==> src/hdl/assert_macros.svh <==
// Assertion macros used by the top-level RTL file of the eigensystem matrix block.
// Depends on nothing; simulation builds get the checks, synthesis gets empty bodies.
`ifndef ASSERT_MACROS_SVH
`define ASSERT_MACROS_SVH
`ifndef SYNTHESIS
// Check a property on every rising edge outside reset.
`define EFEM_ASSERT(name, clk, rst, prop) \
   name: assert property (@(posedge clk) disable iff (rst) prop) \
      else $error("%m: property check failed");
// Check that a condition never holds outside reset.
`define EFEM_NEVER(name, clk, rst, cond) \
   name: assert property (@(posedge clk) disable iff (rst) !(cond)) \
      else $error("%m: forbidden condition seen");
`else
`define EFEM_ASSERT(name, clk, rst, prop)
`define EFEM_NEVER(name, clk, rst, cond)
`endif
`endif

==> src/hdl/efem_divider.sv <==
// Signed 64-bit divider, one quotient bit per cycle, truncating toward zero.
// Standalone; used by the top level for the nine quotient steps.
`default_nettype none

module efem_divider (
   input  wire logic        clock,
   input  wire logic        reset,
   input  wire logic        start,
   input  wire logic [63:0] dividend,
   input  wire logic [63:0] divisor,
   output logic             done,
   output logic [63:0]      quotient
);

   logic [6:0]  count_ff, count_in;
   logic        done_ff, done_in;
   logic        neg_ff, neg_in;
   logic [63:0] rem_ff, rem_in;
   logic [63:0] quo_ff, quo_in;
   logic [63:0] dmag_ff, dmag_in;
   logic [64:0] rem_shift;
   logic        fits;

   // one restoring step: shift in the next dividend bit, subtract if it fits
   assign rem_shift = {rem_ff, quo_ff[63]};
   assign fits      = rem_shift >= {1'b0, dmag_ff};

   always_comb begin
      count_in = count_ff;
      done_in  = 1'b0;
      neg_in   = neg_ff;
      rem_in   = rem_ff;
      quo_in   = quo_ff;
      dmag_in  = dmag_ff;
      if (start) begin
         count_in = 7'd64;
         neg_in   = dividend[63] ^ divisor[63];
         rem_in   = '0;
         quo_in   = dividend[63] ? 64'(-dividend) : dividend;
         dmag_in  = divisor[63] ? 64'(-divisor) : divisor;
      end else if (count_ff != 7'd0) begin
         count_in = count_ff - 7'd1;
         done_in  = (count_ff == 7'd1);
         rem_in   = fits ? 64'(rem_shift - {1'b0, dmag_ff}) : rem_shift[63:0];
         quo_in   = {quo_ff[62:0], fits};
      end
   end

   always_ff @(posedge clock) begin
      if (reset) begin
         count_ff <= '0;
         done_ff  <= 1'b0;
      end else begin
         count_ff <= count_in;
         done_ff  <= done_in;
      end
      neg_ff  <= neg_in;
      rem_ff  <= rem_in;
      quo_ff  <= quo_in;
      dmag_ff <= dmag_in;
   end

   // restore the sign; the most negative value over -1 wraps on its own
   assign done     = done_ff;
   assign quotient = neg_ff ? 64'(-quo_ff) : quo_ff;

endmodule

`default_nettype wire

==> config.mk <==
export PLATFORM = sky130hd
export DESIGN_NAME = efem_divider
export DESIGN_NICKNAME = d
export VERILOG_FILES = /design/src/hdl/assert_macros.svh /design/src/hdl/efem_divider.sv
export SDC_FILE = /design/constraint.sdc
export NUM_CORES = 1
export LEC_CHECK = 0
export BUFFER_PORTS_ARGS = -buffer_cell sky130_fd_sc_hd__clkbuf_2
export CAP_MARGIN = 40
export CELL_PAD_IN_SITES_DETAIL_PLACEMENT = 1
export CELL_PAD_IN_SITES_GLOBAL_PLACEMENT = 1
export CORE_MARGIN = 4
export CORE_UTILIZATION = 45
export DETAILED_ROUTE_END_ITERATION = 16
export PLACE_DENSITY_LB_ADDON = 0.2
export RECOVER_POWER = 25
export SYNTH_ARGS = -nofsm -noshare
export SYNTH_HDL_FRONTEND = slang
export SYNTH_SLANG_ARGS = --single-unit
==> constraint.sdc <==
create_clock -name clock -period 5.62 [get_ports clock]
set_input_delay 1.124 -clock clock [delete_from_list [all_inputs] [get_ports clock]]
set_output_delay 1.124 -clock clock [all_outputs]
set_load 0.005 [all_outputs]
==> results.py, run 1 <==
metrics = {
    "sta": {
        "worst_slack_ps": 242,
        "finalWorstPathRequiredPeriod_ps": 5380,
        "fmax_ghz": 0.186,
        "timing.clock.skew_ps": 17.6,
        "tightestPinTransition_ps": 2710,
        "timing.setup.tns_ps": 0,
        "setup_viol": 0,
        "final_hold_viol_count": 0,
        "timing.slew.headroom_pct": -80.4,
        "slew_violations": 210,
        "fin_crit_sh_pct": 95.7,
        "rsz0062_at_grt": "no",
    },
    "clock_tree": {
        "cts_tree": "built",
        "ctsLongestPathBuffers": 3,
        "tritoncts.num_buffers": 25,
        "clk_transition_reported_paths_ps": 60,
        "clock_sink_count": 201,
        "post_cts_setup_repair_buffer_count": 0,
        "insertion_delay_ps": 530,
        "ctsHtreeMaxLevel": 1,
        "root_buffer_master": "sky130_fd_sc_hd__clkbuf_16",
    },
    "synth": {
        "synth-adder-area-share_pct": 5.66,
        "synth_simple_gate_area_share_pct": 19.5,
        "register_area_share_after_synthesis_pct": 34.0,
        "yosys.area.top_type_share_pct": 24.8,
        "ys_dominant_reg_cell": "sky130_fd_sc_hd__edfxtp_1",
        "combinational_family_with_the_most_area_after_synthesis": "compound AO/OA/AOI/OAI gates",
        "post_synth.cell_area_avg_um2": 8.30,
        "cell_type_with_the_largest_total_area_after_synthesis": "sky130_fd_sc_hd__edfxtp_1",
        "mappedNetlistNets": 2082,
        "post-synth-top-count-cell": "sky130_fd_sc_hd__nand2_1",
        "synth_edf_count": 129,
        "synthesis.yosys.warnings": 0,
        "synth-compound-area-share_pct": 21.8,
        "ys_seq_elements": 201,
        "syn_inst": 1881,
        "synth.top_cells.by_area": "sky130_fd_sc_hd__edfxtp_1, sky130_fd_sc_hd__dfxtp_1, sky130_fd_sc_hd__xnor2_1, sky130_fd_sc_hd__a21oi_1, sky130_fd_sc_hd__ha_1",
        "synth.cells.most_frequent": "sky130_fd_sc_hd__nand2_1, sky130_fd_sc_hd__a21oi_1, sky130_fd_sc_hd__nor2_1",
        "async_reset_ff_share_pct": 0,
        "synth.area.mux_share_pct": 0.401,
        "synthDistinctLibCells": 73,
        "xor_xnor_cell_area_share_of_the_yosys_netlist_pct": 13.7,
        "netlist_area_um2": 15600,
    },
    "routing": {
        "remaining_antenna_violation_count_after_routing": 0,
        "via_density_per_instance": 5.94,
        "detail_route.wirelength_um": 49400,
        "drt_iter0_markers": 859,
        "drt_first_pass_iters": 5,
        "post_drt_wl_per_cell_um": 19.9,
        "routed-via-count": 14700,
        "total_drc_errors_in_the_routed_layout": 0,
    },
    "run": {
        "max_cap_violations": 4,
    },
    "worst_hold_path": {
        "worstHoldPathType": "flop to flop",
    },
    "setup_path": {
        "setup.worst_path.class": "flop to output port",
        "setup.reg_to_reg.worst_slack_ps": 1260,
        "crit_required_ps": 4500,
        "setup.worst_path.start_class": "flop",
        "worstPathArrival_ps": 4250,
        "setup.worst_path.end_class": "output port",
        "worstPathMaxFanout": 9,
    },
    "placement": {
        "placed_cells_incl_taps": 2438,
        "place.gp.congestion": 0.864,
        "port-buffer-count": 195,
        "post-dp-hpwl_um": 38400,
        "preCtsSetupSlack_ps": 751,
        "placedInstanceArea_um2": 17000,
    },
    "pwr": {
        "leakage_nw": 6.98,
        "combPwrFrac_pct": 50.5,
        "power_switching_share_pct": 44.2,
        "p_clk_share_pct": 18.9,
        "p_switching_mw": 3.47,
        "vdd_drop_max_mv": 0.249,
        "p_int_mw": 4.38,
        "seq_power_share_pct": 30.7,
        "pwr_density_cell_nw_per_um2": 444,
    },
    "finish": {
        "postLayoutCoreUtil_pct": 52.2,
        "fin_cells": 2482,
        "diodes": 0,
        "number_of_inserted_filler_cells_in_the_final_layout": 4150,
        "finish.net_count": 2218,
        "area_growth_pct": 13.2,
        "final_area_um2": 17700,
        "post_route_cells_drive_above_1_share_pct": 13.8,
    },
    "grt": {
        "vias_in_the_first_global_route": 14900,
        "wire_length_of_the_first_global_routing_pass_um": 79700,
        "gr_usage_total_pct": 25.0,
        "grt_overflow": 0,
        "pin_count_of_the_biggest_net_entering_global_routing": 99,
        "antenna_found_initial": 0,
    },
    "floorplan": {
        "die_y_um": 194,
        "placeableCoreArea_um2": 33900,
        "design.die.area_um2": 37800,
        "die_span_in_x_um": 194,
        "io-pin-count": 196,
        "initial_cell_density_of_the_core_pct": 46.1,
        "core.rowCount": 67,
    },
    "status": {
        "status": "finished with violations",
        "failed_checks": "max-capacitance violations, max-slew violations",
    },
}
-- worst max-delay path, cell delays in order, from the launching register on --
cell,delay [ps]
sky130_fd_sc_hd__edfxtp_1,440
sky130_fd_sc_hd__or3_1,430
sky130_fd_sc_hd__or4_4,460
sky130_fd_sc_hd__nand2b_4,170
sky130_fd_sc_hd__or4_4,460
sky130_fd_sc_hd__or3_1,520
sky130_fd_sc_hd__nor2_4,160
sky130_fd_sc_hd__nand3_2,180
sky130_fd_sc_hd__or3_4,450
sky130_fd_sc_hd__o31ai_4,180
sky130_fd_sc_hd__xnor2_1,150
sky130_fd_sc_hd__clkbuf_2,140
-- layer usage --
layer  up-vias  GRT usage, %  wire length, µm  part of all wire, %
met1      7183          35.3            22900                   46
met2       404          41.8            22900                   46
met4         0          4.61              792                  1.6
li1       7109             -                -                    -
met5         -             0                0                    0
met3        52          3.13             2850                  5.8
-- metrics by stage --
stage               power [mW]  hold slack, ps
detailed placement        6.34             480
CTS                       7.86             493
global placement          6.18             460
finish                    7.85             490
global route              8.46             504
floorplan                 5.08             443
-- logic make-up after synthesis --
family          Yosys count
fa+ha+maj                70
buf+inv                 199
flops                   201
compound gates          532
xor+xnor                245
simple gates            628
mux                       6
-- final cells by class --
type | instances | area, µm² | area share (%)
Clock buffer | 33 | 666 | 3.76
Timing Repair Buffer | 211 | 1130 | 6.40
Inverter | 97 | 364 | 2.06
Multi-Input combinational cell | 1481 | 9580 | 54.2
Tap cell | 448 | 561 | 3.17
Sequential cell | 201 | 5320 | 30.1
Clock inverter | 11 | 67.6 | 0.382
-- final timing paths --
path	endpoint	startpoint	depth (start not counted)
setup / recovery	quotient[58]	quo_ff[5]	11
hold reg to reg	rem_ff[40]	rem_ff[40]	2
setup reg to reg	rem_ff[0]	dmag_ff[1]	13
hold / removal	rem_ff[40]	rem_ff[40]	2
-- cell usage in the layout (no fill, tap or decap), drive strengths merged, types with 29 or more instances in the layout --
master,synthesis,routed
clkbuf,94,232
nand2,213,213
nor2,174,174
a21oi,173,173
xnor2,159,159
edfxtp,129,129
o21ai,123,123
inv,97,98
xor2,86,86
dfxtp,72,72
ha,69,69
o31ai,53,53
or3,34,34
a311oi,33,33
nor3,32,32
o41ai,32,32
nand3,29,29
or4,29,29
-- power by group through the flow --
stage / logic, mW / registers, mW / clock network, mW
after floorplan: 2.78 / 2.30 / 0
after global placement: 3.78 / 2.41 / 0
after detailed placement: 3.91 / 2.43 / 0
after CTS: 3.94 / 2.40 / 1.52
after global routing: 4.41 / 2.46 / 1.59
final: 3.96 / 2.41 / 1.48
-- registers in the layout (all words and copies together) (netlist names) --
name	count
dmag_ff	64
quo_ff	64
rem_ff	64
count_ff	7
done	1
neg_ff	1
-- what timing repair did --
item	in CTS	in global routing
endpoints found under the setup margin	0	2
hold buffers	0	0
resized for setup	0	1
Power figures use the tool's default switching activity.
==> run 2: changes to the inputs <==
==> constraint.sdc (replaced) <==
create_clock -name clock -period 5.62 [get_ports clock]
set_input_delay 1.124 -clock clock [delete_from_list [all_inputs] [get_ports clock]]
set_output_delay 1.124 -clock clock [all_outputs]
set_load 0.05 [all_outputs]
==> run 2 against run 1 <==
  * The run still ends with max-capacitance violations, max-slew violations left
  * First-iteration DRC count shrank 9.4%
  * Sequential power is essentially flat
  * Utilization grew 0.45 points
  * Critical endpoint unchanged
  * Clock power grew 11%
  * Clock-buffer cell count grew 2
  * Critical path type unchanged
  * Register-to-register slack lost 90 ps
  * Combinational power grew 17%
  * Cell count grew 0.12%
  * Highest routed layer unchanged
  * Cell area grew 0.86%
  * Critical path depth is the same
  * Non-clock buffer count grew 2
  * Worst setup slack lost 68 ps
==> results.py, run 2 (synthesis gave the netlist of run 1 again) <==
metrics = {
    "grt": {
        "gr_usage_total_pct": 24.9,
        "vias_in_the_first_global_route": 14900,
        "wire_length_of_the_first_global_routing_pass_um": 79100,
        "antenna_found_initial": 0,
        "pin_count_of_the_biggest_net_entering_global_routing": 145,
        "grt_overflow": 0,
    },
    "setup_path": {
        "worstRegToRegCells": 13,
        "crit_path_start": "quo_ff[5]",
        "worstPathArrival_ps": 4320,
        "setup.reg_to_reg.worst_slack_ps": 1170,
        "worst_setup_path_endpoint": "quotient[58]",
        "setup.worst_path.end_class": "output port",
        "worstPathMaxFanout": 7,
        "setup.worst_path.start_class": "flop",
        "r2r_end": "rem_ff[62]",
        "r2r-start": "dmag_ff[4]",
        "crit_required_ps": 4500,
        "setup.worst_path.class": "flop to output port",
    },
    "sta": {
        "final_hold_viol_count": 0,
        "worst_slack_ps": 174,
        "fmax_ghz": 0.184,
        "timing.setup.tns_ps": 0,
        "setup_viol": 0,
        "tightestPinTransition_ps": 2420,
        "finalWorstPathRequiredPeriod_ps": 5450,
        "timing.slew.headroom_pct": -61.3,
        "rsz0062_at_grt": "no",
        "timing.clock.skew_ps": 12.5,
        "fin_crit_sh_pct": 96.9,
        "slew_violations": 290,
    },
    "finish": {
        "diodes": 0,
        "mostFrequentLayoutCell": "sky130_fd_sc_hd__nand2_1",
        "layout_common_cells": "sky130_fd_sc_hd__nand2_1, sky130_fd_sc_hd__clkbuf_2, sky130_fd_sc_hd__a21oi_1",
        "area_growth_pct": 14.2,
        "number_of_inserted_filler_cells_in_the_final_layout": 4136,
        "post_route_cells_drive_above_1_share_pct": 14.2,
        "largestRegisters": "dmag_ff (64), quo_ff (64), rem_ff (64)",
        "finish.net_count": 2220,
    },
    "pwr": {
        "pwr_density_cell_nw_per_um2": 487,
        "power_switching_share_pct": 47.4,
        "p_switching_mw": 4.11,
        "vdd_drop_max_mv": 0.253,
        "seq_power_share_pct": 27.8,
        "combPwrFrac_pct": 53.4,
        "leakage_nw": 7.06,
        "p_clk_share_pct": 18.9,
        "p_int_mw": 4.57,
        "total_power_mw": 8.68,
    },
    "floorplan": {
        "initial_cell_density_of_the_core_pct": 46.1,
        "io-pin-count": 196,
        "design.die.area_um2": 37800,
        "die_span_in_x_um": 194,
        "die_y_um": 194,
        "core.rowCount": 67,
        "placeableCoreArea_um2": 33900,
    },
    "routing": {
        "total_drc_errors_in_the_routed_layout": 0,
        "drt_first_pass_iters": 7,
        "via_density_per_instance": 5.88,
        "post_drt_wl_per_cell_um": 19.7,
        "remaining_antenna_violation_count_after_routing": 0,
        "detail_route.wirelength_um": 49000,
        "routed-via-count": 14600,
        "drt_iter0_markers": 778,
    },
    "clock_tree": {
        "ctsLongestPathBuffers": 3,
        "clock_sink_count": 201,
        "tritoncts.num_buffers": 25,
        "ctsHtreeMaxLevel": 1,
        "cts_tree": "built",
        "root_buffer_master": "sky130_fd_sc_hd__clkbuf_16",
        "clk_transition_reported_paths_ps": 60,
        "hold_fix_buffers_at_cts": 0,
        "insertion_delay_ps": 540,
    },
    "status": {
        "status": "finished with violations",
        "failed_checks": "max-capacitance violations, max-slew violations",
    },
    "placement": {
        "preCtsSetupSlack_ps": 577,
        "place.gp.congestion": 0.897,
        "port-buffer-count": 195,
        "post-dp-hpwl_um": 37600,
    },
    "run": {
        "max_cap_violations": 3,
    },
    "worst_hold_path": {
        "worstHoldPathType": "flop to flop",
    },
}
## run 2: changes by cell type in the layout (fill, tap and decap cells not counted), moves of 2 or more
cell	change
sky130_fd_sc_hd__clkinvlp_4	-2
sky130_fd_sc_hd__clkbuf_1	-2
sky130_fd_sc_hd__buf_16	+3
sky130_fd_sc_hd__clkbuf_2	-2
sky130_fd_sc_hd__buf_4	+4
sky130_fd_sc_hd__buf_2	+2
sky130_fd_sc_hd__bufinv_16	+3
sky130_fd_sc_hd__clkinv_1	-2
## run 2: through the flow
step	instances	instance area [µm²]	utilization [%]	hold WS [ps]
finish	2485	17800	52.7	477
global route	2485	17800	52.7	503
CTS	2485	17900	52.7	480
detailed placement	2440	17000	50.3	470
global placement	2437	17000	50.0	460
floorplan	1881	15600	-	443
## run 2: worst max-delay path, cell delays in order (launching register included)
cell	delay, ps
sky130_fd_sc_hd__edfxtp_1	430
sky130_fd_sc_hd__or3_1	430
sky130_fd_sc_hd__or4_4	460
sky130_fd_sc_hd__nand2b_4	170
sky130_fd_sc_hd__or4_4	460
sky130_fd_sc_hd__or3_1	450
sky130_fd_sc_hd__nor2_4	140
sky130_fd_sc_hd__nand3_2	180
sky130_fd_sc_hd__or3_4	460
sky130_fd_sc_hd__o31ai_4	180
sky130_fd_sc_hd__xnor2_1	140
sky130_fd_sc_hd__buf_2	280
## run 2: what timing repair did
action,CTS,global route
buffers inserted,0,0
endpoints found under the hold margin,0,0
resized for setup,0,4
endpoints found under the setup margin,0,6
## run 2: routing by layer
| metal | GRT usage (%) | vias to the layer above | routed length [µm] | part of all wire, % |
|---|---|---|---|---|
| met5 | 0 | - | 0 | 0 |
| met3 | 2.84 | 62 | 2360 | 4.8 |
| met1 | 34.5 | 7067 | 22900 | 47 |
| met4 | 5.52 | 0 | 953 | 1.9 |
| li1 | - | 7114 | - | - |
| met2 | 42.2 | 364 | 22800 | 47 |
## run 2: power by group through the flow
stage	combinational [mW]	clock [mW]	sequential [mW]
2_1_floorplan	3.42	0	2.30
3_3_place_gp	4.40	0	2.40
3_5_place_dp	4.59	0	2.42
4_1_cts	4.63	1.68	2.40
5_1_grt	5.07	1.75	2.46
6_report	4.63	1.64	2.41
## run 2: final cells by class
| class | instances | area (µm²) | share of cell area (%) |
|---|---|---|---|
| Tap cell | 448 | 561 | 3.14 |
| Timing Repair Buffer | 213 | 1190 | 6.68 |
| Sequential cell | 201 | 5320 | 29.8 |
| Inverter | 97 | 364 | 2.04 |
| Multi-Input combinational cell | 1481 | 9590 | 53.7 |
| Clock inverter | 10 | 135 | 0.758 |
| Clock buffer | 35 | 683 | 3.83 |
## run 2: worst min-delay path by stage
| stage | start | to | depth (start not counted) | slack, ps |
|---|---|---|---|---|
| 2_1_floorplan | count_ff[6] | count_ff[6] | 2 | 440 |
| 3_3_place_gp | count_ff[6] | count_ff[6] | 2 | 460 |
| 3_5_place_dp | rem_ff[40] | rem_ff[40] | 2 | 470 |
| 4_1_cts | rem_ff[40] | rem_ff[40] | 2 | 480 |
| 5_1_grt | rem_ff[40] | rem_ff[40] | 2 | 500 |
| 6_report | rem_ff[40] | rem_ff[40] | 2 | 480 |
